[src/design/jtl_pkg.sv]
`timescale 1ns / 1ps
package jtl_pkg;

  localparam int PositionBitsDefault = 32;

  localparam int KindW  = 4;
  localparam int CharW  = 8;
  localparam int IntW   = 64;
  localparam int ErrW   = 4;
  localparam int PosOutW = 32;

  // Output queue: two entries per byte at most, plus room for the pending ones.
  localparam int QueueDepth = 4;
  localparam int QPtrW      = $clog2(QueueDepth);
  localparam int QCntW      = $clog2(QueueDepth + 1);

  localparam logic [KindW-1:0] TK_LCB      = 4'd0;
  localparam logic [KindW-1:0] TK_RCB      = 4'd1;
  localparam logic [KindW-1:0] TK_LB       = 4'd2;
  localparam logic [KindW-1:0] TK_RB       = 4'd3;
  localparam logic [KindW-1:0] TK_COLON    = 4'd4;
  localparam logic [KindW-1:0] TK_COMMA    = 4'd5;
  localparam logic [KindW-1:0] TK_NULL     = 4'd6;
  localparam logic [KindW-1:0] TK_INTEGER  = 4'd9;
  localparam logic [KindW-1:0] TK_REAL     = 4'd10;
  localparam logic [KindW-1:0] TK_STR_BYTE = 4'd11;
  localparam logic [KindW-1:0] TK_STR_END  = 4'd12;
  localparam logic [KindW-1:0] TK_EOF      = 4'd13;
  localparam logic [KindW-1:0] TK_ERROR    = 4'd14;

  localparam logic [ErrW-1:0] ERR_NONE       = 4'd0;
  localparam logic [ErrW-1:0] ERR_UNEXPECTED = 4'd1;
  localparam logic [ErrW-1:0] ERR_KEYWORD    = 4'd2;
  localparam logic [ErrW-1:0] ERR_NO_POINT   = 4'd3;
  localparam logic [ErrW-1:0] ERR_NO_FRAC    = 4'd4;
  localparam logic [ErrW-1:0] ERR_NO_EXP     = 4'd5;
  localparam logic [ErrW-1:0] ERR_ESCAPE     = 4'd6;
  localparam logic [ErrW-1:0] ERR_OVERFLOW   = 4'd7;
  localparam logic [ErrW-1:0] ERR_EARLY_END  = 4'd8;

  typedef struct packed {
    logic [KindW-1:0] kind;
    logic [CharW-1:0] chr;
    logic [IntW-1:0]  ival;
    logic [ErrW-1:0]  err;
  } tok_t;

  typedef struct packed {
    logic               last;
    logic [PosOutW-1:0] column;
    logic [PosOutW-1:0] row;
    logic [ErrW-1:0]    err;
    logic [IntW-1:0]    ival;
    logic [CharW-1:0]   chr;
    logic [KindW-1:0]   kind;
  } result_t;

  // Keyword letters: k selects null, true or false.
  function automatic logic [7:0] kw_char(input logic [1:0] k, input logic [2:0] pos);
    logic [7:0] c;
    c = 8'h00;
    case (k)
      2'd0: begin
        case (pos)
          3'd0: c = "n";
          3'd1: c = "u";
          3'd2: c = "l";
          3'd3: c = "l";
          default: c = 8'h00;
        endcase
      end
      2'd1: begin
        case (pos)
          3'd0: c = "t";
          3'd1: c = "r";
          3'd2: c = "u";
          3'd3: c = "e";
          default: c = 8'h00;
        endcase
      end
      2'd2: begin
        case (pos)
          3'd0: c = "f";
          3'd1: c = "a";
          3'd2: c = "l";
          3'd3: c = "s";
          3'd4: c = "e";
          default: c = 8'h00;
        endcase
      end
      default: c = 8'h00;
    endcase
    return c;
  endfunction

  function automatic logic [2:0] kw_len(input logic [1:0] k);
    return (k == 2'd2) ? 3'd5 : 3'd4;
  endfunction

endpackage

[src/design/json_token_lexer_top.sv]
`timescale 1ns / 1ps
// JSON lexer: one text byte per beat in, one token per beat out.
// The tokens of a byte are written into the output queue when the byte is taken.
// Throughput: one byte per cycle while each byte yields at most one token and the output
// is not held back; a byte that yields two tokens fills two entries of a four-entry queue.
// Reset: asynchronous, active low; lexer idle, row and column zero, queue empty.
module json_token_lexer_top
  import jtl_pkg::*;
#(
  parameter int POSITION_BITS = PositionBitsDefault
) (
  input  logic         clk_i,
  input  logic         rst_ni,
  input  logic         s_axis_tvalid_i,
  output logic         s_axis_tready_o,
  input  logic [7:0]   s_axis_tdata_i,   // [7:0] text_byte
  input  logic         s_axis_tuser_i,   // [0] end_of_input
  output logic         m_axis_tvalid_o,
  input  logic         m_axis_tready_i,
  // [7:0] char_value, [71:8] int_value, [75:72] error_code, [107:76] row,
  // [139:108] column
  output logic [143:0] m_axis_tdata_o,
  output logic [3:0]   m_axis_tuser_o,   // [3:0] token_kind
  output logic         m_axis_tlast_o
);

  localparam logic [3:0] ST_IDLE     = 4'd0;
  localparam logic [3:0] ST_KW_NULL  = 4'd1;
  localparam logic [3:0] ST_KW_TRUE  = 4'd2;
  localparam logic [3:0] ST_KW_FALSE = 4'd3;
  localparam logic [3:0] ST_SIGN     = 4'd4;
  localparam logic [3:0] ST_ZERO     = 4'd5;
  localparam logic [3:0] ST_INT      = 4'd6;
  localparam logic [3:0] ST_DOT      = 4'd7;
  localparam logic [3:0] ST_FRAC     = 4'd8;
  localparam logic [3:0] ST_EXP      = 4'd9;
  localparam logic [3:0] ST_EXP_SIGN = 4'd10;
  localparam logic [3:0] ST_EXP_DIG  = 4'd11;
  localparam logic [3:0] ST_STR      = 4'd12;
  localparam logic [3:0] ST_STR_ESC  = 4'd13;

  localparam logic [63:0] MaxPos = 64'h7FFF_FFFF_FFFF_FFFF;
  localparam logic [63:0] MaxNeg = 64'h8000_0000_0000_0000;

  logic [3:0]               state_q, state_d;
  logic [POSITION_BITS-1:0] row_q, row_d, col_q, col_d;
  logic [63:0]              acc_q, acc_d;
  logic                     neg_q, neg_d;
  logic                     ovf_q, ovf_d;
  logic                     exp_dig_q, exp_dig_d;
  logic [2:0]               kw_pos_q, kw_pos_d;

  logic       in_beat, out_beat;
  logic [7:0] c;
  logic       c_digit;
  logic [3:0] digit;
  logic [67:0] scaled;
  logic [63:0] limit;
  logic [1:0]  kw_sel;

  tok_t fin_tok, main_tok, num_tok;
  logic fin_v, main_v, do_idle;

  result_t                slot0, slot1;
  logic [1:0]             n_res;
  logic [63:0]            row_ext, col_ext;

  result_t                queue_q [QueueDepth];
  logic [QPtrW-1:0]       wr_ptr_q, rd_ptr_q;
  logic [QCntW-1:0]       count_q;

  assign in_beat  = s_axis_tvalid_i & s_axis_tready_o;
  assign out_beat = m_axis_tvalid_o & m_axis_tready_i;
  assign s_axis_tready_o = (count_q <= QCntW'(QueueDepth - 2));

  assign c       = s_axis_tdata_i;
  assign c_digit = c inside {["0":"9"]};
  assign digit   = c[3:0];
  // acc * 10 + digit as shifts; compared against the signed limit for overflow.
  assign scaled  = {1'b0, acc_q, 3'b000} + {3'b000, acc_q, 1'b0} + {64'd0, digit};
  assign limit   = neg_q ? MaxNeg : MaxPos;
  assign kw_sel  = 2'(state_q - ST_KW_NULL);

  // Token for a number that ends here, taken from the state before this byte.
  always_comb begin
    num_tok = '0;
    if (state_q == ST_INT) begin
      if (ovf_q) begin
        num_tok.kind = TK_ERROR;
        num_tok.err  = ERR_OVERFLOW;
      end else begin
        num_tok.kind = TK_INTEGER;
        num_tok.ival = neg_q ? (64'd0 - acc_q) : acc_q;
      end
    end else if (state_q == ST_EXP_DIG && !exp_dig_q) begin
      num_tok.kind = TK_ERROR;
      num_tok.err  = ERR_NO_EXP;
    end else begin
      num_tok.kind = TK_REAL;
    end
  end

  always_comb begin
    state_d   = state_q;
    row_d     = row_q;
    col_d     = col_q;
    acc_d     = acc_q;
    neg_d     = neg_q;
    ovf_d     = ovf_q;
    exp_dig_d = exp_dig_q;
    kw_pos_d  = kw_pos_q;
    fin_v     = 1'b0;
    fin_tok   = '0;
    main_v    = 1'b0;
    main_tok  = '0;
    do_idle   = 1'b0;

    if (s_axis_tuser_i) begin
      if (state_q == ST_INT || state_q == ST_FRAC || state_q == ST_EXP_DIG) begin
        fin_v   = 1'b1;
        fin_tok = num_tok;
      end else if (state_q != ST_IDLE) begin
        fin_v       = 1'b1;
        fin_tok.kind = TK_ERROR;
        fin_tok.err  = ERR_EARLY_END;
      end
      state_d       = ST_IDLE;
      kw_pos_d      = 3'd0;
      main_v        = 1'b1;
      main_tok.kind = TK_EOF;
    end else begin
      if (c == 8'h0A) begin
        row_d = row_q + 1'b1;
        col_d = '0;
      end else begin
        col_d = col_q + 1'b1;
      end

      case (state_q)
        ST_KW_NULL, ST_KW_TRUE, ST_KW_FALSE: begin
          if (c != kw_char(kw_sel, kw_pos_q)) begin
            main_v        = 1'b1;
            main_tok.kind = TK_ERROR;
            main_tok.err  = ERR_KEYWORD;
            state_d       = ST_IDLE;
          end else if (kw_pos_q + 3'd1 == kw_len(kw_sel)) begin
            main_v        = 1'b1;
            main_tok.kind = TK_NULL + {2'b00, kw_sel};
            state_d       = ST_IDLE;
            kw_pos_d      = 3'd0;
          end else begin
            kw_pos_d = kw_pos_q + 3'd1;
          end
        end
        ST_SIGN, ST_INT: begin
          if (c_digit && !(state_q == ST_SIGN && c == "0")) begin
            if (!ovf_q) begin
              if (scaled > {4'd0, limit}) begin
                ovf_d = 1'b1;
              end else begin
                acc_d = scaled[63:0];
              end
            end
            state_d = ST_INT;
          end else if (state_q == ST_SIGN) begin
            if (c == "0") begin
              state_d = ST_ZERO;
            end else begin
              main_v        = 1'b1;
              main_tok.kind = TK_ERROR;
              main_tok.err  = ERR_UNEXPECTED;
              state_d       = ST_IDLE;
            end
          end else if (c == ".") begin
            state_d = ST_DOT;
          end else if (c == "e" || c == "E") begin
            state_d = ST_EXP;
          end else begin
            fin_v   = 1'b1;
            fin_tok = num_tok;
            do_idle = 1'b1;
          end
        end
        ST_ZERO: begin
          if (c == ".") begin
            state_d = ST_DOT;
          end else begin
            main_v        = 1'b1;
            main_tok.kind = TK_ERROR;
            main_tok.err  = ERR_NO_POINT;
            state_d       = ST_IDLE;
          end
        end
        ST_DOT: begin
          if (c_digit) begin
            state_d = ST_FRAC;
          end else begin
            main_v        = 1'b1;
            main_tok.kind = TK_ERROR;
            main_tok.err  = ERR_NO_FRAC;
            state_d       = ST_IDLE;
          end
        end
        ST_FRAC: begin
          if (c_digit) begin
            state_d = ST_FRAC;
          end else if (c == "e" || c == "E") begin
            state_d = ST_EXP;
          end else begin
            fin_v   = 1'b1;
            fin_tok = num_tok;
            do_idle = 1'b1;
          end
        end
        ST_EXP, ST_EXP_SIGN: begin
          if (state_q == ST_EXP && (c == "+" || c == "-")) begin
            state_d = ST_EXP_SIGN;
          end else if (c_digit) begin
            exp_dig_d = (c != "0");
            state_d   = ST_EXP_DIG;
          end else begin
            main_v        = 1'b1;
            main_tok.kind = TK_ERROR;
            main_tok.err  = ERR_UNEXPECTED;
            state_d       = ST_IDLE;
          end
        end
        ST_EXP_DIG: begin
          if (c_digit) begin
            if (c != "0") begin
              exp_dig_d = 1'b1;
            end
          end else begin
            fin_v   = 1'b1;
            fin_tok = num_tok;
            do_idle = 1'b1;
          end
        end
        ST_STR: begin
          if (c == "\\") begin
            state_d = ST_STR_ESC;
          end else if (c == "\"") begin
            main_v        = 1'b1;
            main_tok.kind = TK_STR_END;
            state_d       = ST_IDLE;
          end else begin
            main_v        = 1'b1;
            main_tok.kind = TK_STR_BYTE;
            main_tok.chr  = c;
          end
        end
        ST_STR_ESC: begin
          main_v        = 1'b1;
          main_tok.kind = TK_STR_BYTE;
          state_d       = ST_STR;
          case (c)
            "\"":    main_tok.chr = 8'h22;
            "\\":    main_tok.chr = 8'h5C;
            "/":     main_tok.chr = 8'h2F;
            "b":     main_tok.chr = 8'h08;
            "f":     main_tok.chr = 8'h0C;
            "n":     main_tok.chr = 8'h0A;
            "r":     main_tok.chr = 8'h0D;
            "t":     main_tok.chr = 8'h09;
            default: begin
              main_tok.kind = TK_ERROR;
              main_tok.err  = ERR_ESCAPE;
              state_d       = ST_IDLE;
            end
          endcase
        end
        default: begin
          do_idle = 1'b1;
        end
      endcase

      // Between tokens; also the byte that closed a number is handled here again.
      if (do_idle) begin
        state_d = ST_IDLE;
        case (c)
          8'h20, 8'h09, 8'h0D, 8'h0A: begin
          end
          "{": begin
            main_v        = 1'b1;
            main_tok.kind = TK_LCB;
          end
          "}": begin
            main_v        = 1'b1;
            main_tok.kind = TK_RCB;
          end
          "[": begin
            main_v        = 1'b1;
            main_tok.kind = TK_LB;
          end
          "]": begin
            main_v        = 1'b1;
            main_tok.kind = TK_RB;
          end
          ":": begin
            main_v        = 1'b1;
            main_tok.kind = TK_COLON;
          end
          ",": begin
            main_v        = 1'b1;
            main_tok.kind = TK_COMMA;
          end
          "n": begin
            state_d  = ST_KW_NULL;
            kw_pos_d = 3'd1;
          end
          "t": begin
            state_d  = ST_KW_TRUE;
            kw_pos_d = 3'd1;
          end
          "f": begin
            state_d  = ST_KW_FALSE;
            kw_pos_d = 3'd1;
          end
          "\"": begin
            state_d = ST_STR;
          end
          "-": begin
            acc_d     = '0;
            neg_d     = 1'b1;
            ovf_d     = 1'b0;
            exp_dig_d = 1'b0;
            state_d   = ST_SIGN;
          end
          default: begin
            if (c_digit) begin
              acc_d     = {60'd0, digit};
              neg_d     = 1'b0;
              ovf_d     = 1'b0;
              exp_dig_d = 1'b0;
              state_d   = (c == "0") ? ST_ZERO : ST_INT;
            end else begin
              main_v        = 1'b1;
              main_tok.kind = TK_ERROR;
              main_tok.err  = ERR_UNEXPECTED;
            end
          end
        endcase
      end
    end
  end

  // Both tokens of a byte report the position after that byte.
  assign row_ext = 64'(row_d);
  assign col_ext = 64'(col_d);
  assign n_res   = {1'b0, fin_v} + {1'b0, main_v};

  always_comb begin
    slot0        = '0;
    slot1        = '0;
    slot0.row    = row_ext[PosOutW-1:0];
    slot0.column = col_ext[PosOutW-1:0];
    slot1.row    = row_ext[PosOutW-1:0];
    slot1.column = col_ext[PosOutW-1:0];
    if (fin_v) begin
      slot0.kind = fin_tok.kind;
      slot0.chr  = fin_tok.chr;
      slot0.ival = fin_tok.ival;
      slot0.err  = fin_tok.err;
      slot0.last = !main_v;
      slot1.kind = main_tok.kind;
      slot1.chr  = main_tok.chr;
      slot1.ival = main_tok.ival;
      slot1.err  = main_tok.err;
      slot1.last = 1'b1;
    end else begin
      slot0.kind = main_tok.kind;
      slot0.chr  = main_tok.chr;
      slot0.ival = main_tok.ival;
      slot0.err  = main_tok.err;
      slot0.last = 1'b1;
    end
  end

  always_ff @(posedge clk_i or negedge rst_ni) begin
    if (!rst_ni) begin
      state_q   <= ST_IDLE;
      row_q     <= '0;
      col_q     <= '0;
      acc_q     <= '0;
      neg_q     <= 1'b0;
      ovf_q     <= 1'b0;
      exp_dig_q <= 1'b0;
      kw_pos_q  <= 3'd0;
    end else if (in_beat) begin
      state_q   <= state_d;
      row_q     <= row_d;
      col_q     <= col_d;
      acc_q     <= acc_d;
      neg_q     <= neg_d;
      ovf_q     <= ovf_d;
      exp_dig_q <= exp_dig_d;
      kw_pos_q  <= kw_pos_d;
    end
  end

  always_ff @(posedge clk_i) begin
    if (in_beat && n_res != 2'd0) begin
      queue_q[wr_ptr_q] <= slot0;
    end
    if (in_beat && n_res == 2'd2) begin
      queue_q[wr_ptr_q + 1'b1] <= slot1;
    end
  end

  always_ff @(posedge clk_i or negedge rst_ni) begin
    if (!rst_ni) begin
      wr_ptr_q <= '0;
      rd_ptr_q <= '0;
      count_q  <= '0;
    end else begin
      if (in_beat) begin
        wr_ptr_q <= wr_ptr_q + QPtrW'(n_res);
      end
      if (out_beat) begin
        rd_ptr_q <= rd_ptr_q + 1'b1;
      end
      count_q <= count_q + (in_beat ? QCntW'(n_res) : '0) - QCntW'(out_beat);
    end
  end

  assign m_axis_tvalid_o = (count_q != '0);
  assign m_axis_tdata_o  = {4'd0, queue_q[rd_ptr_q].column, queue_q[rd_ptr_q].row,
                            queue_q[rd_ptr_q].err, queue_q[rd_ptr_q].ival,
                            queue_q[rd_ptr_q].chr};
  assign m_axis_tuser_o  = queue_q[rd_ptr_q].kind;
  assign m_axis_tlast_o  = queue_q[rd_ptr_q].last;

endmodule
[config.mk]
export PLATFORM = sky130hd
export DESIGN_NAME = json_token_lexer_top
export DESIGN_NICKNAME = d
export VERILOG_FILES = /design/src/design/jtl_pkg.sv /design/src/design/json_token_lexer_top.sv
export SDC_FILE = /design/constraint.sdc
export NUM_CORES = 2
export LEC_CHECK = 0
export BUFFER_PORTS_ARGS = -buffer_cell sky130_fd_sc_hd__buf_2
export CAP_MARGIN = 20
export CORE_MARGIN = 2
export CORE_UTILIZATION = 50
export DETAILED_ROUTE_END_ITERATION = 8
export PLACE_DENSITY = 0.67
export SLEW_MARGIN = 20
export SYNTH_ARGS = -nofsm -noshare
export SYNTH_HDL_FRONTEND = slang
export SYNTH_SLANG_ARGS = --single-unit
[constraint.sdc]
create_clock -name clk_i -period 18.6 [get_ports clk_i]
set_input_delay 0.93 -clock clk_i [delete_from_list [all_inputs] [get_ports clk_i]]
set_output_delay 0.93 -clock clk_i [all_outputs]
set_load 0.01 [all_outputs]
==> out/metrics.yaml <==
worst_setup_path:
  end_kind: "flip-flop"
  critPathLaunchType: "primary input"
  slowest_stage: "a2111o_2"
  worstReg2RegEnd: "acc_q[14]"
  path_max_fanout: 23
  timing.rr.start: "acc_q[0]"
  cpPeakStageDelay_ps: 790
  rrSetupSlack_ps: 10830
  cp.arrival_ps: 8380
  path_class: "in -> reg"
  setup.worst_path.start: "s_axis_tdata_i[3]"
  reg2reg_depth: 25
  worstSetupPathDepth: 26
  cp_top_family: "compound AO/OA/AOI/OAI gates"
  worst-path-buf-inv: 3
  required_ps: 19160
logic_synthesis:
  seq_area_frac_synth: 0.465
  yosys_warnings: 0
  ys.flop_type: "edfxtp_1"
  synth_area_leaders: "edfxtp_1, dfxtp_1, dfrtp_1, mux4_2, ha_1"
  netlist.area_leader.share: 0.242
  synth_edf_count: 320
  synth_top_area_cell: "edfxtp_1"
  netlist_instances: 3814
  ys_ff_latch: 725
  syn-mean-instance-area_um2: 10.4
  synth_area_um2: 39600
  async_flop_share: 0.200
  synth_cell_types: 101
clock_tree:
  cts_tree: "yes"
  htree_levels: 3
  cts_sinks: 725
  worstSkewPairLatency_ps: 640
  cts_buffers: 79
  cts_setup_buffers: 0
  cts_max_path_buffers: 3
  cts_root_buf: "clkbuf_16"
  cts.clk_slew.worst_paths_ps: 70
  post_cts_resized: 0
  hold_buffers: 0
global_routing:
  grt_start_max_net_pins: 130
  antenna_found_initial: 0
  grt_pass1_wl_um: 166000
  grt_use_total: 0.256
  grt-ovfl-total: 0
  grt_pass1_vias: 29196
drt:
  detail_route.iter0.violations: 2380
  via_per_inst: 5.98
  wire_per_inst_um: 21.2
  vias: 29791
  drc: 0
  ant_nets: 0
  wirelength_um: 105000
  firstDrtPassIters: 5
sta:
  maxSlewViolCount: 0
  relSlewSlack: 0.292
  skew_ps: 33.0
  min_period_ps: 7830
  rsz0062_at_grt: "no"
  fin_tns_setup_ps: 0
  finalSetupViolCount: 0
  fin_crit_sh: 0.421
  worst_slew_pin_slew_ps: 1060
  timing_hold_violations_final: 0
  max_freq_ghz: 0.128
power:
  peakVddDrop_v: 0.0000868
  power_density_nw_per_um2: 113
  power_mw: 4.97
  power.leakage_nw: 17.3
floorplan:
  start_util: 0.503
  core-area_um2: 78700
  dieArea_um2: 81500
  io_pins: 164
  num_rows: 103
  die_h_um: 286
  die_x_um: 286
placed_design:
  gp_congestion: 0.957
  io_buffers: 159
  dp_hpwl_um: 70100
layout:
  post-route-util: 0.558
  nets: 4091
  diodes: 0
  num-fill-cells: 6797
  layout-drive-gt1-share: 0.148
  areaGrowthSynthToFinish_pct: 10.9
run:
  cap_viol_max_count: 0
worst_hold_path:
  worstHoldPathType: "in -> async"
outcome:
  outcome: "complete, no violations"
## power by group
part           leakage, nW  switching, mW  total [mW]  internal, mW
logic                 8.85          0.889        1.40         0.512
clock network         1.36          0.677        1.64         0.960
registers             7.07          0.111        1.93          1.82
total                 17.3           1.68        4.97          3.29
## worst register-to-register path: stages (launching register included)
cell and delay [ps]:
dfrtp_1 540, fa_1 600, inv_1 70, fa_1 460, nand2b_1 180, a21oi_1 290
o21ai_2 150, a211oi_1 500, o21ai_0 280, o41ai_1 500, a31o_2 270, a21oi_1 80
xnor2_1 150, ha_1 310, nand4_1 130, nor4_1 420, nand4_1 180, o22ai_1 220
and2_1 150, o2111ai_1 110, nor4b_2 340, o21bai_2 140, a2111o_2 790, buf_4 400
or3_1 360, nand2_1 70
## per-layer routing
metal	wire, um	global-route usage
met1	45100	0.343
met2	51500	0.430
met3	6070	0.0374
met4	2840	0.0808
met5	0	0
## Yosys cell counts (all sizes together), types with 52 or more instances
| master | count |
|---|---|
| a21o | 57 |
| a21oi | 140 |
| a22o | 115 |
| buf | 58 |
| clkbuf | 177 |
| dfrtp | 145 |
| dfxtp | 260 |
| edfxtp | 320 |
| ha | 212 |
| inv | 74 |
| mux4 | 145 |
| nand2 | 459 |
| nand3 | 71 |
| nand4 | 52 |
| nor2 | 444 |
| nor3 | 58 |
| o21ai | 316 |
| xnor2 | 127 |
| xor2 | 89 |
## final cells by class
class                           count  area [um^2]  share of cell area
Clock buffer                      105         2280              0.0519
Clock inverter                     42          488              0.0111
Inverter                           76          290             0.00660
Multi-Input combinational cell   2781        20000               0.455
Sequential cell                   725        18500               0.420
Tap cell                         1050         1310              0.0299
Timing Repair Buffer              200         1130              0.0256
## worst max path at each step
stage and to:
2_1_floorplan acc_q[12], 3_3_place_gp acc_q[14], 3_5_place_dp acc_q[14], 4_1_cts acc_q[14]
5_1_grt acc_q[14], 6_report acc_q[14]
## cells in the final DEF, fill, tap and decap left out, types with 136 or more instances in the layout
master    instances
nand2_1         458
nor2_1          443
edfxtp_1        320
o21ai_0         306
dfxtp_1         260
ha_1            212
buf_2           158
mux4_2          145
dfrtp_1         142
a21oi_1         136
## state kept, by name, indices dropped and copies added, names as in the netlist
register and flops:
acc_q 64, col_q 32, count_q 3, exp_dig_q 1, kw_pos_q 3, neg_q 1
ovf_q 1, queue_q 580, rd_ptr_q 2, row_q 32, state_q 4, wr_ptr_q 2
## metrics by stage
step	hold WS [ps]	setup slack [ps]	instance area (um^2)	cells
after global placement	429	10380	41200	4832
after floorplan	420	12110	39600	3817
after global routing	270	10160	44000	4979
after detailed placement	439	10290	41200	4832
after CTS	237	10920	44000	4979
final	246	10770	44000	4979
## cells by family after synthesis
family / count (synthesis) / synth area share
compound gates: 866 / 0.144
xor+xnor: 216 / 0.0477
fa+ha+maj: 215 / 0.0684
buf+inv: 311 / 0.0316
flops: 725 / 0.465
mux: 187 / 0.0974
other cells: 1 / 0.0000946
simple gates: 1293 / 0.145
Power figures use the tool's default switching activity.
